**src/rtl/core/sps_pkg.sv**
```systemverilog
// sps_pkg: shared types, codes, phase table and step arithmetic helpers
// for the six-axis stepper phase sequencer. No dependencies.
`timescale 1ns / 1ps
`default_nettype none

package sps_pkg;

  localparam int NUM_MOTORS_DEF = 6;
  localparam int POS_W          = 16;
  localparam int IDX_W          = 3;
  localparam int APB_DW         = 32;
  localparam int APB_AW         = 3;

  localparam logic [IDX_W-1:0] ALL_INDEX = 3'd6;

  // command codes
  localparam logic [1:0] CMD_STEP = 2'd0;
  localparam logic [1:0] CMD_STOP = 2'd1;
  localparam logic [1:0] CMD_HOME = 2'd2;

  // remote step mode codes
  localparam logic [1:0] MODE_LOCAL = 2'd0;
  localparam logic [1:0] MODE_HALF  = 2'd1;
  localparam logic [1:0] MODE_FULL  = 2'd2;

  localparam logic [1:0] SIZE_FULL = 2'd2;

  // register indexes (paddr[2])
  localparam logic REG_REMOTE_MODE = 1'b0;
  localparam logic REG_LOCAL_SIZE  = 1'b1;

  // half-step coil patterns, indexed by position mod 8
  localparam logic [3:0] PHASE_COILS [8] = '{
    4'b0001, 4'b0101, 4'b0100, 4'b0110,
    4'b0010, 4'b1010, 4'b1000, 4'b1001
  };

  typedef struct packed {
    logic [1:0] remote_mode;
    logic [1:0] local_size;
  } cfg_t;

  typedef struct packed {
    logic              fix;   // 1: add -dir (full-step pullback), 0: add dir*size
    logic signed [1:0] dir;
    logic [1:0]        size;
  } alu_ctl_t;

  // dir * size, sign-extended to position width
  function automatic logic [POS_W-1:0] step_delta(logic signed [1:0] dir, logic [1:0] size);
    logic signed [4:0] prod;
    prod = $signed({{3{dir[1]}}, dir}) * $signed({3'b000, size});
    return {{(POS_W-5){prod[4]}}, prod};
  endfunction

endpackage

`default_nettype wire

```
**src/rtl/core/sps_chan_if.sv**
```systemverilog
// sps_chan_if: valid/ready channel interfaces for command words and
// coil-write result words. Depends on nothing.
`timescale 1ns / 1ps
`default_nettype none

interface sps_in_if;
  logic              valid;
  logic              ready;
  logic [1:0]        cmd;
  logic [2:0]        motor_index;
  logic signed [1:0] direction;

  modport source (output valid, cmd, motor_index, direction, input ready);
  modport sink   (input valid, cmd, motor_index, direction, output ready);
endinterface

interface sps_out_if;
  logic               valid;
  logic               ready;
  logic [2:0]         reg_addr;
  logic [3:0]         coil_bits;
  logic signed [15:0] position;
  logic               error;
  logic               last;

  modport source (output valid, reg_addr, coil_bits, position, error, last, input ready);
  modport sink   (input valid, reg_addr, coil_bits, position, error, last, output ready);
endinterface

`default_nettype wire

```
**src/rtl/core/sps_cfg.sv**
```systemverilog
// sps_cfg: APB-style register file holding the step mode settings.
// Depends on sps_pkg.
`timescale 1ns / 1ps
`default_nettype none

module sps_cfg
  import sps_pkg::*;
(
  input  wire logic              clk,
  input  wire logic              rst_n,
  input  wire logic              psel,
  input  wire logic              penable,
  input  wire logic              pwrite,
  input  wire logic [APB_AW-1:0] paddr,
  input  wire logic [APB_DW-1:0] pwdata,
  output logic      [APB_DW-1:0] prdata,
  output logic                   pready,
  output cfg_t                   cfg
);

  logic [1:0] remote_mode_r;
  logic [1:0] local_size_r;
  logic       wr_en;

  assign pready = 1'b1;
  assign wr_en  = psel && penable && pwrite;

  always_ff @(posedge clk) begin
    if (!rst_n) begin
      remote_mode_r <= MODE_FULL;
      local_size_r  <= SIZE_FULL;
    end else if (wr_en) begin
      unique case (paddr[2])
        REG_REMOTE_MODE: remote_mode_r <= pwdata[1:0];
        REG_LOCAL_SIZE:  local_size_r  <= pwdata[1:0];
        default: ;
      endcase
    end
  end

  always_comb begin
    unique case (paddr[2])
      REG_REMOTE_MODE: prdata = {{(APB_DW-2){1'b0}}, remote_mode_r};
      REG_LOCAL_SIZE:  prdata = {{(APB_DW-2){1'b0}}, local_size_r};
      default:         prdata = '0;
    endcase
  end

  assign cfg = '{remote_mode: remote_mode_r, local_size: local_size_r};

endmodule

`default_nettype wire

```
**src/rtl/core/sps_alu.sv**
```systemverilog
// sps_alu: shared 16-bit position adder; adds either dir*size or -dir.
// Depends on sps_pkg.
`timescale 1ns / 1ps
`default_nettype none

module sps_alu
  import sps_pkg::*;
(
  input  wire logic [POS_W-1:0] acc,
  input  wire alu_ctl_t         ctl,
  output logic      [POS_W-1:0] sum
);

  logic [POS_W-1:0] dir_ext;
  logic [POS_W-1:0] operand;

  assign dir_ext = {{(POS_W-2){ctl.dir[1]}}, ctl.dir};
  assign operand = ctl.fix ? (~dir_ext + POS_W'(1)) : step_delta(ctl.dir, ctl.size);
  assign sum     = acc + operand;

endmodule

`default_nettype wire

```
**src/rtl/core/sps_seq.sv**
```systemverilog
// sps_seq: command sequencer, motor position registers and result register.
// Depends on sps_pkg, sps_chan_if and sps_alu.
`timescale 1ns / 1ps
`default_nettype none

module sps_seq
  import sps_pkg::*;
#(
  parameter int NUM_MOTORS = NUM_MOTORS_DEF
) (
  input  wire logic  clk,
  input  wire logic  rst_n,
  input  wire cfg_t  cfg,
  sps_in_if.sink     in_ch,
  sps_out_if.source  out_ch
);

  localparam int MOT_W = (NUM_MOTORS > 1) ? $clog2(NUM_MOTORS) : 1;
  localparam logic [IDX_W-1:0] NUM_M  = IDX_W'(NUM_MOTORS);
  localparam logic [IDX_W-1:0] LAST_M = IDX_W'(NUM_MOTORS - 1);

  localparam logic [2:0] S_IDLE = 3'd0;
  localparam logic [2:0] S_LOAD = 3'd1;
  localparam logic [2:0] S_ADD  = 3'd2;
  localparam logic [2:0] S_FIX  = 3'd3;
  localparam logic [2:0] S_EMIT = 3'd4;

  localparam logic [1:0] OP_STEP = 2'd0;
  localparam logic [1:0] OP_STOP = 2'd1;
  localparam logic [1:0] OP_HOME = 2'd2;
  localparam logic [1:0] OP_ERR  = 2'd3;

  logic [2:0]        state_r;
  logic [1:0]        op_r;
  logic              all_r;
  logic [IDX_W-1:0]  motor_r;
  logic signed [1:0] dir_r;
  logic [POS_W-1:0]  acc_r;
  logic [POS_W-1:0]  pos_r [NUM_MOTORS];

  logic              out_valid_r;
  logic [IDX_W-1:0]  out_addr_r;
  logic [3:0]        out_coils_r;
  logic [POS_W-1:0]  out_pos_r;
  logic              out_err_r;
  logic              out_last_r;

  logic             arith;
  logic             full;
  logic [1:0]       size;
  logic             can_load;
  logic             is_last;
  alu_ctl_t         alu_ctl;
  logic [POS_W-1:0] alu_sum;

  assign arith = (op_r == OP_STEP) || (op_r == OP_HOME);

  always_comb begin
    unique case (cfg.remote_mode) inside
      MODE_LOCAL:           size = cfg.local_size;
      MODE_HALF, MODE_FULL: size = cfg.remote_mode;
      default:              size = 2'd0;
    endcase
  end

  assign full = (cfg.remote_mode == MODE_FULL) ||
                ((cfg.remote_mode == MODE_LOCAL) && (cfg.local_size == SIZE_FULL));

  assign alu_ctl.fix  = (state_r == S_FIX);
  assign alu_ctl.dir  = dir_r;
  assign alu_ctl.size = size;

  sps_alu u_alu (
    .acc (acc_r),
    .ctl (alu_ctl),
    .sum (alu_sum)
  );

  assign in_ch.ready = (state_r == S_IDLE);
  assign can_load    = !out_valid_r || out_ch.ready;
  assign is_last     = !all_r || (motor_r == LAST_M);

  always_ff @(posedge clk) begin
    if (!rst_n) begin
      state_r <= S_IDLE;
      op_r    <= OP_STEP;
      all_r   <= 1'b0;
      motor_r <= '0;
      dir_r   <= '0;
      for (int i = 0; i < NUM_MOTORS; i++) begin
        pos_r[i] <= POS_W'(1);
      end
    end else begin
      unique case (state_r)
        S_IDLE: begin
          if (in_ch.valid) begin
            dir_r   <= in_ch.direction;
            motor_r <= in_ch.motor_index;
            all_r   <= 1'b0;
            state_r <= S_LOAD;
            unique case (in_ch.cmd)
              CMD_STEP: begin
                op_r <= (in_ch.motor_index < NUM_M) ? OP_STEP : OP_ERR;
              end
              CMD_STOP: begin
                if (in_ch.motor_index < NUM_M) begin
                  op_r <= OP_STOP;
                end else if (in_ch.motor_index == ALL_INDEX) begin
                  op_r    <= OP_STOP;
                  all_r   <= 1'b1;
                  motor_r <= '0;
                end else begin
                  op_r <= OP_ERR;
                end
              end
              CMD_HOME: begin
                op_r    <= OP_HOME;
                all_r   <= 1'b1;
                motor_r <= '0;
                dir_r   <= 2'sd1;
              end
              default: state_r <= S_IDLE;  // unused code: drop the word
            endcase
          end
        end
        S_LOAD: begin
          unique case (op_r) inside
            OP_HOME:          acc_r <= '0;
            OP_STEP, OP_STOP: acc_r <= pos_r[motor_r[MOT_W-1:0]];
            default:          acc_r <= '0;
          endcase
          state_r <= arith ? S_ADD : S_EMIT;
        end
        S_ADD: begin
          acc_r   <= alu_sum;
          state_r <= S_FIX;
        end
        S_FIX: begin
          if (full && !acc_r[0]) begin
            acc_r <= alu_sum;
          end
          state_r <= S_EMIT;
        end
        S_EMIT: begin
          if (can_load) begin
            if (arith) begin
              pos_r[motor_r[MOT_W-1:0]] <= acc_r;
            end
            if (is_last) begin
              state_r <= S_IDLE;
            end else begin
              motor_r <= motor_r + IDX_W'(1);
              state_r <= S_LOAD;
            end
          end
        end
        default: state_r <= S_IDLE;
      endcase
    end
  end

  // result register
  always_ff @(posedge clk) begin
    if (!rst_n) begin
      out_valid_r <= 1'b0;
    end else if (state_r == S_EMIT && can_load) begin
      out_valid_r <= 1'b1;
    end else if (out_ch.ready) begin
      out_valid_r <= 1'b0;
    end
  end

  always_ff @(posedge clk) begin
    if (state_r == S_EMIT && can_load) begin
      out_addr_r  <= (op_r == OP_ERR) ? '0 : motor_r;
      out_coils_r <= arith ? PHASE_COILS[acc_r[2:0]] : 4'b0000;
      out_pos_r   <= acc_r;
      out_err_r   <= (op_r == OP_ERR);
      out_last_r  <= is_last;
    end
  end

  assign out_ch.valid     = out_valid_r;
  assign out_ch.reg_addr  = out_addr_r;
  assign out_ch.coil_bits = out_coils_r;
  assign out_ch.position  = out_pos_r;
  assign out_ch.error     = out_err_r;
  assign out_ch.last      = out_last_r;

  a_err_fields: assert property (@(posedge clk) disable iff (!rst_n)
    (out_valid_r && out_err_r) |->
      (out_addr_r == '0 && out_coils_r == 4'b0000 && out_pos_r == '0 && out_last_r))
    else $error("error word carries nonzero fields");

  a_motor_range: assert property (@(posedge clk) disable iff (!rst_n)
    (state_r != S_IDLE && op_r != OP_ERR) |-> (motor_r < NUM_M))
    else $error("motor index out of range while busy");

  a_load_from_emit: assert property (@(posedge clk) disable iff (!rst_n)
    $rose(out_valid_r) |-> ($past(state_r) == S_EMIT))
    else $error("result loaded outside emit");

  a_home_odd_full: assert property (@(posedge clk) disable iff (!rst_n)
    (state_r == S_EMIT && op_r == OP_HOME && full) |-> acc_r[0])
    else $error("home in full-step left an even position");

endmodule

`default_nettype wire

```
**src/rtl/core/six_axis_stepper_phase_sequencer_top.sv**
```systemverilog
// Top level of the six-axis stepper phase sequencer.
// Depends on sps_pkg, sps_chan_if, sps_cfg and sps_seq.
//
// Usage:
//   in_ch  : command word (cmd, motor_index, direction), valid/ready.
//   out_ch : coil-write word (reg_addr, coil_bits, position, error, last).
//   cfg_*  : APB-style port; reg 0 at 0x0 remote step mode, reg 1 at 0x4
//            local step size. pready is tied high. Write only while idle.
// Sequencing:
//   A step runs from accept to result load through the load, add, full-step
//   fix and emit states, all through one shared 16-bit adder. Stop and error
//   words run through load and emit only. Home runs load, add, fix and emit
//   for each motor in turn; stop-all runs load and emit per motor.
//   in_ch.ready is high only while the sequencer is idle, so one command is worked
//   at a time. Results sit in a one-word output register; a stalled receiver holds
//   the sequencer in its emit step, and the next command is accepted from the
//   cycle after the final word of the current one is loaded, even while it waits.
// Reset (rst_n, sync, active low): all positions go to 1, remote mode and
//   local size to 2 (full step), no output word valid.
`timescale 1ns / 1ps
`default_nettype none

module six_axis_stepper_phase_sequencer_top
  import sps_pkg::*;
#(
  parameter int NUM_MOTORS = NUM_MOTORS_DEF
) (
  input  wire logic              clk,
  input  wire logic              rst_n,
  sps_in_if.sink                 in_ch,
  sps_out_if.source              out_ch,
  input  wire logic              cfg_psel,
  input  wire logic              cfg_penable,
  input  wire logic              cfg_pwrite,
  input  wire logic [APB_AW-1:0] cfg_paddr,
  input  wire logic [APB_DW-1:0] cfg_pwdata,
  output logic      [APB_DW-1:0] cfg_prdata,
  output logic                   cfg_pready
);

  cfg_t cfg;

  // mode registers
  sps_cfg u_cfg (
    .clk     (clk),
    .rst_n   (rst_n),
    .psel    (cfg_psel),
    .penable (cfg_penable),
    .pwrite  (cfg_pwrite),
    .paddr   (cfg_paddr),
    .pwdata  (cfg_pwdata),
    .prdata  (cfg_prdata),
    .pready  (cfg_pready),
    .cfg     (cfg)
  );

  // sequencer, positions, shared adder and result register
  sps_seq #(
    .NUM_MOTORS (NUM_MOTORS)
  ) u_seq (
    .clk    (clk),
    .rst_n  (rst_n),
    .cfg    (cfg),
    .in_ch  (in_ch),
    .out_ch (out_ch)
  );

endmodule

`default_nettype wire

```
**src/flat_wrapper.sv**
```systemverilog
// flat-port wrapper written by rule: the top's interface ports become plain ports
module six_axis_stepper_phase_sequencer_top_flat import sps_pkg::*;
#(
  parameter int NUM_MOTORS = NUM_MOTORS_DEF
)
  (clk, rst_n, cfg_psel, cfg_penable, cfg_pwrite, cfg_paddr, cfg_pwdata, cfg_prdata, cfg_pready, in_ch_valid, in_ch_cmd, in_ch_motor_index, in_ch_direction, in_ch_ready, out_ch_valid, out_ch_reg_addr, out_ch_coil_bits, out_ch_position, out_ch_error, out_ch_last, out_ch_ready);
  sps_in_if in_ch_i ();
  sps_out_if out_ch_i ();
  input  wire logic clk;
  input  wire logic rst_n;
  input  wire logic cfg_psel;
  input  wire logic cfg_penable;
  input  wire logic cfg_pwrite;
  input  wire logic [APB_AW-1:0] cfg_paddr;
  input  wire logic [APB_DW-1:0] cfg_pwdata;
  output logic      [APB_DW-1:0] cfg_prdata;
  output logic cfg_pready;
  input wire logic [$bits(in_ch_i.valid)-1:0] in_ch_valid;
  input wire logic [$bits(in_ch_i.cmd)-1:0] in_ch_cmd;
  input wire logic [$bits(in_ch_i.motor_index)-1:0] in_ch_motor_index;
  input wire logic [$bits(in_ch_i.direction)-1:0] in_ch_direction;
  output wire logic [$bits(in_ch_i.ready)-1:0] in_ch_ready;
  output wire logic [$bits(out_ch_i.valid)-1:0] out_ch_valid;
  output wire logic [$bits(out_ch_i.reg_addr)-1:0] out_ch_reg_addr;
  output wire logic [$bits(out_ch_i.coil_bits)-1:0] out_ch_coil_bits;
  output wire logic [$bits(out_ch_i.position)-1:0] out_ch_position;
  output wire logic [$bits(out_ch_i.error)-1:0] out_ch_error;
  output wire logic [$bits(out_ch_i.last)-1:0] out_ch_last;
  input wire logic [$bits(out_ch_i.ready)-1:0] out_ch_ready;
  assign in_ch_i.valid = in_ch_valid;
  assign in_ch_i.cmd = in_ch_cmd;
  assign in_ch_i.motor_index = in_ch_motor_index;
  assign in_ch_i.direction = in_ch_direction;
  assign in_ch_ready = in_ch_i.ready;
  assign out_ch_valid = out_ch_i.valid;
  assign out_ch_reg_addr = out_ch_i.reg_addr;
  assign out_ch_coil_bits = out_ch_i.coil_bits;
  assign out_ch_position = out_ch_i.position;
  assign out_ch_error = out_ch_i.error;
  assign out_ch_last = out_ch_i.last;
  assign out_ch_i.ready = out_ch_ready;
  six_axis_stepper_phase_sequencer_top #(.NUM_MOTORS(NUM_MOTORS)) u_core (.clk(clk), .rst_n(rst_n), .in_ch(in_ch_i), .out_ch(out_ch_i), .cfg_psel(cfg_psel), .cfg_penable(cfg_penable), .cfg_pwrite(cfg_pwrite), .cfg_paddr(cfg_paddr), .cfg_pwdata(cfg_pwdata), .cfg_prdata(cfg_prdata), .cfg_pready(cfg_pready));
endmodule
```
**config.mk**
```make
export PLATFORM = sky130hd
export DESIGN_NAME = six_axis_stepper_phase_sequencer_top_flat
export DESIGN_NICKNAME = d
export VERILOG_FILES = /design/src/rtl/core/sps_pkg.sv /design/src/rtl/core/sps_chan_if.sv /design/src/rtl/core/sps_cfg.sv /design/src/rtl/core/sps_alu.sv /design/src/rtl/core/sps_seq.sv /design/src/rtl/core/six_axis_stepper_phase_sequencer_top.sv /design/src/flat_wrapper.sv
export SDC_FILE = /design/constraint.sdc
export NUM_CORES = 1
export LEC_CHECK = 0
export BUFFER_PORTS_ARGS = -buffer_cell sky130_fd_sc_hd__buf_4
export CAP_MARGIN = 20
export CELL_PAD_IN_SITES_DETAIL_PLACEMENT = 1
export CELL_PAD_IN_SITES_GLOBAL_PLACEMENT = 1
export CORE_MARGIN = 2
export CORE_UTILIZATION = 45
export CTS_CLUSTER_DIAMETER = 50
export DETAILED_ROUTE_END_ITERATION = 6
export PLACE_DENSITY = 0.73
export SLEW_MARGIN = 10
export SYNTH_ARGS = -nofsm -noshare
export SYNTH_HDL_FRONTEND = slang
export SYNTH_HIERARCHICAL = 1
export SYNTH_SLANG_ARGS = --single-unit
```
**constraint.sdc**
```tcl
create_clock -name clk -period 5.5 [get_ports clk]
set_clock_uncertainty 0.2 [all_clocks]
set_input_delay 0 -clock clk [delete_from_list [all_inputs] [get_ports clk]]
set_output_delay 0 -clock clk [all_outputs]
set_load 0.05 [all_outputs]
```
==> flow_summary.ini, run 1 <==
[global_routing]
grt_usage = 0.207
antenna_found_initial = 0
grt_max_degree = 63
grt_pass1_wl_um = 33700
grt-ovfl-total = 0
grt_pass1_vias = 6160

[setup_path]
critPathMaxStageDelay_ps = 430
rr_endpoint = u_core/u_seq/acc_r[11]$_DFFE_PP_
end_kind = flip-flop
r2r_slack_ps = 1380
cp_slowest_cell = fa_1
worstPathArrival_ps = 4110
crit_type = reg2reg
startpoint_type = flip-flop
path_cells = nor2_1 > nor2_1 > nand2b_1 > fa_1 > inv_1 > ha_1 > inv_1 > ha_1 > inv_1 > o21ai_0 > buf_4 > ha_1 > and2_1 > nand3_1 > o21ai_1 > a31oi_1 > o21ai_0 > xor2_1 > a32o_1
rr_startpoint = u_core/u_cfg/remote_mode_r[0]$_SDFFE_PN0P_
worstPathRequired_ps = 5490
worstPathMaxFanout = 12
worstRegToRegCells = 19
crit_start = u_core/u_cfg/remote_mode_r[0]$_SDFFE_PN0P_
cp-endpoint = u_core/u_seq/acc_r[11]$_DFFE_PP_

[synth]
synth_simple_gate_area_frac = 0.120
synth_mux_area_frac = 0.0814
synth_xor_xnor_area_share = 0.0136
ys.flop_type = edfxtp_1
synth_top_family_by_area = simple AND/OR/NAND/NOR gates
synthAdderAreaFrac = 0.0363
synth-compound-area-share = 0.0858
synth_top_cell_by_area = edfxtp_1
synthArstFlopShare = 0
ys_top_cells_by_count = 169 x edfxtp_1, 101 x nor2_1, 60 x nand2_1
synthCells = 738
synth_edf_count = 169
avgSynthCellArea_um2 = 12.2
synth_top_area_share = 0.562
synth.ff_latch_count = 188
mappedNetlistArea_um2 = 9030
yosysSeqAreaShare = 0.604
synth.most_common_cell = edfxtp_1
yosysUniqueCellTypes = 64
synth_warnings = 6
synth.area.top_cells = edfxtp_1 56%, mux2i_1 4.8%, dfxtp_1 4.2%, nor2_1 4.2%, ha_1 3.2%

[placed_design]
hpwl_um = 14500
gp_congestion = 0.793
placedInstanceArea_um2 = 9510
port_buffers = 45

[floorplanning]
die_area_um2 = 21200
rows = 51
io_pins = 109
initial_core_util = 0.461
fp.dieH_um = 146
fp.coreArea_um2 = 19600
fp.dieW_um = 146

[sta]
hold-worst-slack_ps = 65.9
post-route-period-util = 0.749
maxSlewViolCount = 0
relSlewSlack = 0.302
tightest_slew_ps = 1040
rsz0062_at_grt = false
period_needed_ps = 4120
max_freq_ghz = 0.243
hold_viol = 0
fin_tns_setup_ps = 0
setup_viol = 0

[min_path]
min_from = in_ch_cmd[0]
hold_path.class = in2reg

[drt]
drt-initial-drc-count = 360
post-route-drc-count = 0
antenna_left = 0
drt_first_pass_iters = 4
via_per_inst = 5.52
detail_route.wl_per_cell_um = 20.0
vias = 5932
drt-total-wl_um = 21500

[clocking]
cts_sinks = 188
cts_tree = built
clk_path_buf_depth = 2
cts_made_buffers = 17
clk_pin_slew_ps = 70
cts_setup_buffers = 0
insertion_delay_ps = 430
htreeDepth = 4
cts_root_buf = clkbuf_16

[layout]
diodes = 0
nets = 871
drive_above_1_share = 0.143
area_growth_pct = 14.7
fin_area_um2 = 10400

[run_status]
status = finished, final reports clean

[run]
cap_viol_max_count = 0

[power_and_ir_drop]
power_density_nw_per_um2 = 315
p_leak_nw = 3.71
vdd_drop_max_uv = 202
metal layers:
layer,up-vias,global-route usage,part of all wire
met3,30,0.0420,0.045
li1,2737,-,-
met1,3018,0.259,0.43
met2,147,0.363,0.51
met4,0,0.0667,0.017
met5,-,0,0
placed cells by master, fill, tap and decap left out, drive strengths merged, types with 6 or more instances in the layout:
| cell | instances |
|---|---|
| nor3 | 10 |
| a21oi | 34 |
| nand2 | 61 |
| a211oi | 21 |
| a32o | 10 |
| xor2 | 9 |
| mux2i | 43 |
| dfxtp | 19 |
| buf | 54 |
| nor2 | 101 |
| mux4 | 12 |
| nand3 | 10 |
| dlygate4sd3 | 26 |
| nor2b | 18 |
| clkbuf | 18 |
| o21ai | 13 |
| inv | 46 |
| conb | 31 |
| edfxtp | 169 |
| nand2b | 7 |
| ha | 23 |
| o31ai | 6 |
final cells by class:
type	instances	area (um2)
clock buffers	18	429
inverters	38	143
fillers	2026	9240
well taps	265	332
multi-input cells	472	3180
repair buffers	80	686
clock inverters	13	125
flip-flops and latches	188	5460
what timing repair did:
action                    in CTS  in global routing
gates resized for setup        0                  0
hold buffers                  26                  0
hold endpoints to repair      24                  0
worst min-delay path by stage:
stage                                                end  slack, ps  cells past startpoint
3_5_place_dp          u_core/u_seq/dir_r[0]$_SDFFE_PN0P_         90                      3
2_1_floorplan  u_core/u_cfg/local_size_r[0]$_SDFFE_PN0P_        -50                      2
3_3_place_gp   u_core/u_cfg/local_size_r[1]$_SDFFE_PN1P_         70                      3
5_1_grt                  u_core/u_seq/all_r$_SDFFE_PN0P_        120                      6
4_1_cts                  u_core/u_seq/all_r$_SDFFE_PN0P_         20                      6
6_report                 u_core/u_seq/all_r$_SDFFE_PN0P_         70                      6
worst max-delay path: cells and delay by family (launching register included):
kind | cells | cell delay (ps)
AOI/OAI and AO/OA | 5 | 1010
xor gates and xnor gates | 1 | 140
adders and majority gates | 4 | 1120
buffers and inverters | 4 | 360
DFF | 1 | 350
and+or+nand+nor | 5 | 680
report_power, final:
| part | switching [mW] | internal [mW] | leakage [nW] |
|---|---|---|---|
| registers | 0.0419 | 1.61 | 1.73 |
| logic | 0.282 | 0.168 | 1.71 |
| clock network | 0.565 | 0.596 | 0.263 |
metrics by stage:
stage	util	worst slack, ps	std cells	total power, mW
6_report	0.529	1380	1074	3.26
5_1_grt	0.529	1140	1074	3.37
4_1_cts	0.527	1400	1073	3.27
3_5_place_dp	0.486	1410	1016	2.10
3_3_place_gp	0.486	1500	1016	2.08
2_1_floorplan	-	1400	767	2.00
kinds of logic (layout without fill, tap and decap cells):
logic type,count (synthesis),after routing
compound gates,111,111
xor+xnor,14,14
fa+ha+maj,25,25
buf+inv,107,149
flops,188,188
mux,58,58
other cells,2,31
simple gates,233,233
sequential cells by signal, indices dropped and copies added (netlist names), 2 cells and up, named ones only:
name                           flops
u_core/u_cfg/local_size_r          2
u_core/u_cfg/remote_mode_r         2
u_core/u_seq/acc_r                16
u_core/u_seq/dir_r                 2
u_core/u_seq/motor_r               3
u_core/u_seq/op_r                  2
u_core/u_seq/out_ch.coil_bits      4
u_core/u_seq/out_ch.position      16
u_core/u_seq/out_ch.reg_addr       3
u_core/u_seq/pos_r               128
u_core/u_seq/state_r               3
No activity file was read; power rests on OpenSTA's default activity.
==> run 2: changes to the inputs <==
--- a/config.mk
+++ b/config.mk
@@ -10,7 +10,7 @@
 export CELL_PAD_IN_SITES_DETAIL_PLACEMENT = 1
 export CELL_PAD_IN_SITES_GLOBAL_PLACEMENT = 1
 export CORE_MARGIN = 2
-export CORE_UTILIZATION = 45
+export CORE_UTILIZATION = 43
 export CTS_CLUSTER_DIAMETER = 50
 export DETAILED_ROUTE_END_ITERATION = 6
 export PLACE_DENSITY = 0.73
==> constraint.sdc (replaced) <==
create_clock -name clk -period 3.4 [get_ports clk]
set_clock_uncertainty 0.2 [all_clocks]
set_input_delay 0 -clock clk [delete_from_list [all_inputs] [get_ports clk]]
set_output_delay 0 -clock clk [all_outputs]
set_load 0.05 [all_outputs]
==> run 2 against run 1 <==
  * The run now ends with setup timing left
  * Worst setup slack worse by 1500 ps
  * Fmax rose by 17%
  * Largest power group unchanged
  * Utilization is 1.1 points higher
  * Cell area rose by 8.5%
  * Combinational power grew 96%
  * Clock-buffer cell count is 1 higher
  * Global-route usage increased by 1.1 points
  * Critical path type unchanged
  * Sequential power up 62%
  * Critical path depth unchanged
==> flow_summary.ini, run 2 (synthesis gave the netlist of run 1 again) <==
[placed_design]
hpwl_um = 15200
placedInstanceArea_um2 = 10000
gp_congestion = 0.852
port_buffers = 45
post-place-ws_ps = -338

[layout]
area_growth_pct = 24.5
diodes = 0
fin_area_um2 = 11200
nets = 938
final_common_cell = edfxtp_1
mostFrequentLayoutCells = 169 x edfxtp_1, 112 x buf_4, 95 x nor2_1
largest_reg_flops = 128
regMostFlops = u_core/u_seq/pos_r
fin_util = 0.540
drive_above_1_share = 0.259

[sta]
maxSlewViolCount = 0
setup_viol = 7
fin_ws_ps = -120
tightest_slew_ps = 961
hold-worst-slack_ps = 25.5
post-route-period-util = 1.04
relSlewSlack = 0.357
fin_tns_setup_ps = -355
period_needed_ps = 3520
hold_viol = 0
max_freq_ghz = 0.284
rsz0062_at_grt = true

[min_path]
hold_path.class = in2reg

[drt]
detail_route.wl_per_cell_um = 20.4
via_per_inst = 5.43
drt-total-wl_um = 23400
vias = 6257
post-route-drc-count = 0
drt_first_pass_iters = 5
drt-initial-drc-count = 471
antenna_left = 0

[setup_path]
crit_start = u_core/u_cfg/remote_mode_r[0]$_SDFFE_PN0P_
r2r_slack_ps = -120
rr_startpoint = u_core/u_cfg/remote_mode_r[0]$_SDFFE_PN0P_
end_kind = flip-flop
worstPathRequired_ps = 3390
crit_type = reg2reg
cp-endpoint = u_core/u_seq/acc_r[11]$_DFFE_PP_
startpoint_type = flip-flop
worstRegToRegCells = 19
rr_endpoint = u_core/u_seq/acc_r[11]$_DFFE_PP_
worstPathArrival_ps = 3510
worstPathMaxFanout = 6

[floorplanning]
io_pins = 109
fp.dieH_um = 149
rows = 53
fp.dieW_um = 149
die_area_um2 = 22200
fp.coreArea_um2 = 20800
initial_core_util = 0.434

[global_routing]
grt_max_degree = 39
antenna_found_initial = 0
grt_usage = 0.218
grt_pass1_vias = 6571
grt_pass1_wl_um = 36600
grt-ovfl-total = 0

[clocking]
htreeDepth = 4
clk_path_buf_depth = 2
clk_pin_slew_ps = 70
cts_made_buffers = 17
cts_sinks = 188
cts_root_buf = clkbuf_16
cts_tree = built
insertion_delay_ps = 440

[run]
cap_viol_max_count = 0

[power_and_ir_drop]
clkPwrFrac = 0.363
switching_share = 0.260
seqPwrFrac = 0.479
internal_power_mw = 4.14
combPwrFrac = 0.158
power_density_nw_per_um2 = 498
p_leak_nw = 4.09
vdd_drop_max_uv = 378
p_switching_mw = 1.46

[run_status]
violations = setup timing
status = finished with violations
-- run 2: cell types whose count changed in the layout (fill, tap and decap cells not counted), moves of 4 or more --
cell,change
nor2_1,-5
buf_4,+59
dfxtp_2,+4
buf_6,+4
ha_1,-10
a21oi_1,-6
nor2_2,+5
dfxtp_1,-5
a21oi_2,+4
ha_4,+9
-- run 2: critical path: stages, from the launching register on --
cell      delay (ps)
dfxtp_2          360
nor2_2            40
nor2_2           120
nand2b_4         140
fa_2             220
inv_2             50
ha_4             140
inv_2             50
ha_4             130
inv_4             30
o21ai_4          300
ha_4             290
buf_6            120
a21o_4           200
a21oi_4          170
o21ai_4          100
a31oi_4          180
o21ai_2           70
xor2_1           140
a32o_1           220
-- run 2: worst min-delay path by stage --
| stage | from | slack, ps | end | cells past startpoint |
|---|---|---|---|---|
| after global routing | in_ch_cmd[0] | 60 | u_core/u_seq/all_r$_SDFFE_PN0P_ | 6 |
| final | in_ch_cmd[0] | 30 | u_core/u_seq/all_r$_SDFFE_PN0P_ | 6 |
| after global placement | cfg_pwdata[1] | 70 | u_core/u_cfg/local_size_r[1]$_SDFFE_PN1P_ | 3 |
| after CTS | in_ch_cmd[0] | 3 | u_core/u_seq/all_r$_SDFFE_PN0P_ | 6 |
| after floorplan | rst_n | -50 | u_core/u_cfg/local_size_r[0]$_SDFFE_PN0P_ | 2 |
| after detailed placement | cfg_pwdata[1] | 80 | u_core/u_cfg/local_size_r[1]$_SDFFE_PN1P_ | 3 |
-- run 2: power groups by stage --
stage               combinational [mW]  clock (mW)  sequential (mW)
detailed placement               0.771           0             2.73
finish                           0.883        2.03             2.68
global route                     0.950        2.15             2.69
CTS                              0.839        2.07             2.68
floorplan                        0.564           0             2.69
global placement                 0.752           0             2.72
-- run 2: repair_timing --
item / in CTS / in global routing
endpoints found under the setup margin: 10 / 10
hold buffers: 28 / 0
resized for setup: 26 / 25
endpoints found under the hold margin: 23 / 0
gates cloned: 1 / 0
buffers inserted: 11 / 6
pin swaps: 22 / 20
-- run 2: routing by layer --
metal  wire (um)  global-route usage
met2       11900               0.373
met5           0                   0
met1       10100               0.286
met3         972              0.0312
met4         458              0.0771
-- run 2: area by class of cell --
type,count,area [um2]
Clock buffer,19,433
Timing Repair Buffer,146,1210
Tap cell,275,344
Inverter,38,145
Fill cell,2149,9590
Multi-Input combinational cell,473,3480
Sequential cell,188,5470
Clock inverter,13,165
-- run 2: through the flow --
step	std cells	total power [mW]
after floorplan	767	3.26
after global placement	1078	3.47
after detailed placement	1078	3.50
after CTS	1146	5.59
after global routing	1152	5.79
final	1152	5.60
==> run 3: changes to the inputs <==
--- a/config.mk
+++ b/config.mk
@@ -5,8 +5,7 @@
 export SDC_FILE = /design/constraint.sdc
 export NUM_CORES = 1
 export LEC_CHECK = 0
-export BUFFER_PORTS_ARGS = -buffer_cell sky130_fd_sc_hd__buf_4
-export CAP_MARGIN = 20
+export BUFFER_PORTS_ARGS = -buffer_cell sky130_fd_sc_hd__buf_2
 export CELL_PAD_IN_SITES_DETAIL_PLACEMENT = 1
 export CELL_PAD_IN_SITES_GLOBAL_PLACEMENT = 1
 export CORE_MARGIN = 2
@@ -14,7 +13,7 @@
 export CTS_CLUSTER_DIAMETER = 50
 export DETAILED_ROUTE_END_ITERATION = 6
 export PLACE_DENSITY = 0.73
-export SLEW_MARGIN = 10
+export SLEW_MARGIN = 20
 export SYNTH_ARGS = -nofsm -noshare
 export SYNTH_HDL_FRONTEND = slang
 export SYNTH_HIERARCHICAL = 1
==> run 3 against run 2 <==
  * The run still ends with setup timing left
  * First-iteration DRC count rose by 1.5%
  * Sequential power hardly changed
  * Non-clock buffer count rose by 6
  * Hold slack gained 170 ps
  * Routed wire length is 8.2% higher
  * Global-route usage up 0.85 points
  * Sequential share of layout area increased by 0.17 points
  * Utilization is 0.22 points lower
  * Cell area is 0.41% lower
  * Worst setup slack got worse by 97 ps
  * Critical path type unchanged
==> flow_summary.ini, run 3 (synthesis gave the netlist of run 1 again) <==
[global_routing]
grt_pass1_wl_um = 37400
grt_max_degree = 48
grt_usage = 0.227
grt-ovfl-total = 0
antenna_found_initial = 0
grt_pass1_vias = 6676

[clocking]
clk_pin_slew_ps = 70
cts_tree = built
htreeDepth = 4
cts_root_buf = clkbuf_16
clk_path_buf_depth = 2
insertion_delay_ps = 430
cts_sinks = 188
cts_made_buffers = 17

[power_and_ir_drop]
vdd_drop_max_uv = 335
seqPwrFrac = 0.484
clkPwrFrac = 0.347
p_switching_mw = 1.52
combPwrFrac = 0.169
switching_share = 0.274
power_density_nw_per_um2 = 494
p_leak_nw = 4.06
internal_power_mw = 4.01

[sta]
tightest_slew_ps = 837
hold_viol = 0
relSlewSlack = 0.441
hold-worst-slack_ps = 197
rsz0062_at_grt = true
post-route-period-util = 1.06
period_needed_ps = 3620
fin_ws_ps = -218
maxSlewViolCount = 0
setup_viol = 8
max_freq_ghz = 0.276

[placed_design]
gp_congestion = 0.831
port_buffers = 45
hpwl_um = 15600
post-place-ws_ps = -389

[floorplanning]
rows = 53
fp.dieW_um = 149
fp.coreArea_um2 = 20800
io_pins = 109
initial_core_util = 0.434
fp.dieH_um = 149
die_area_um2 = 22200

[setup_path]
worstRegToRegCells = 19
rr_startpoint = u_core/u_cfg/remote_mode_r[0]$_SDFFE_PN0P_
crit_type = reg2reg
worstPathArrival_ps = 3580
cp_slowest_cell = fa_2
path_cells = nor2_1 > nor2_1 > nand2b_4 > fa_2 > inv_2 > ha_4 > inv_2 > ha_4 > mux2i_4 > ha_4 > nand2_2 > o21ai_2 > o21ai_2 > a31o_1 > buf_4 > o211ai_1 > nand3_1 > nand2_1 > o31ai_2
rr_endpoint = u_core/u_seq/acc_r[12]$_DFFE_PP_
worstPathMaxFanout = 3
worstPathRequired_ps = 3360
critPathMaxStageDelay_ps = 400
worst_path_most_repeated_cell = ha_4
r2r_slack_ps = -220
end_kind = flip-flop
startpoint_type = flip-flop

[min_path]
holdPathStages = 5
hold_path.class = in2reg
min_from = in_ch_cmd[1]

[layout]
mostFrequentLayoutCells = 169 x edfxtp_1, 99 x nor2_1, 70 x buf_4
nets = 943
area_growth_pct = 24.0
drive_above_1_share = 0.260
fillers = 2145
regMostFlops = u_core/u_seq/pos_r
diodes = 0
largest_reg_flops = 128
final_common_cell = edfxtp_1

[drt]
drt-total-wl_um = 25400
detail_route.wl_per_cell_um = 21.9
antenna_left = 0
via_per_inst = 5.53
post-route-drc-count = 0
drt-initial-drc-count = 478
drt_first_pass_iters = 5
vias = 6395

[run_status]
status = finished with violations
violations = setup timing

[run]
cap_viol_max_count = 0
run 3: how the worst max path moves through the flow:
stage | startpoint | to | slack (ps) | cells after the start
6_report | u_core/u_cfg/remote_mode_r[0]$_SDFFE_PN0P_ | u_core/u_seq/acc_r[12]$_DFFE_PP_ | -220 | 19
5_1_grt | u_core/u_cfg/remote_mode_r[0]$_SDFFE_PN0P_ | u_core/u_seq/acc_r[12]$_DFFE_PP_ | -340 | 19
4_1_cts | u_core/u_cfg/remote_mode_r[0]$_SDFFE_PN0P_ | u_core/u_seq/acc_r[12]$_DFFE_PP_ | -140 | 20
3_5_place_dp | u_core/u_cfg/remote_mode_r[0]$_SDFFE_PN0P_ | u_core/u_seq/acc_r[14]$_DFFE_PP_ | -390 | 18
3_3_place_gp | u_core/u_cfg/remote_mode_r[0]$_SDFFE_PN0P_ | u_core/u_seq/acc_r[14]$_DFFE_PP_ | -190 | 18
2_1_floorplan | u_core/u_cfg/remote_mode_r[0]$_SDFFE_PN0P_ | u_core/u_seq/acc_r[12]$_DFFE_PP_ | 2 | 19
run 3: worst max-delay path: cells and delay by family, from the launching register on:
family	cells	cell delay, ps
flops	1	340
buf+inv	3	280
compound gates	5	790
fa+ha+maj	4	1080
simple gates	6	560
mux	1	80
run 3: per-layer routing:
| metal | global-route usage | routed length, um |
|---|---|---|
| met5 | 0 | 0 |
| met4 | 0.0905 | 622 |
| met3 | 0.0471 | 1280 |
| met2 | 0.390 | 13200 |
| met1 | 0.280 | 10300 |
run 3: cell type report:
cell class	count	area, um2	share of cell area
Sequential cell	188	5460	0.488
Inverter	38	143	0.0127
Timing Repair Buffer	152	1150	0.103
Clock buffer	19	433	0.0387
Tap cell	275	344	0.0307
Multi-Input combinational cell	472	3520	0.315
Clock inverter	13	135	0.0121
run 3: through the flow:
step                power, mW  utilization  TNS (ps)  area [um2]  cells
detailed placement       3.50        0.477     -2090        9920   1081
finish                   5.53        0.537      -930       11200   1157
global placement         3.47        0.477      -861        9920   1081
floorplan                3.26            -         0        9220    767
CTS                      5.48        0.531      -212       11100   1154
global route             5.73        0.537     -1780       11200   1157
run 3: timing repair:
item	CTS	global route
buffers inserted	9	4
endpoints found under the hold margin	20	0
gates cloned	1	0
hold buffers	31	0
setup endpoints to repair	10	10
pin swaps	28	29
gates resized for setup	31	23
run 3: power groups by stage:
stage	sequential, mW	combinational [mW]	clock, mW
floorplan	2.69	0.564	0
detailed placement	2.72	0.775	0
global placement	2.72	0.748	0
global route	2.69	0.991	2.05
CTS	2.68	0.855	1.95
finish	2.68	0.934	1.92
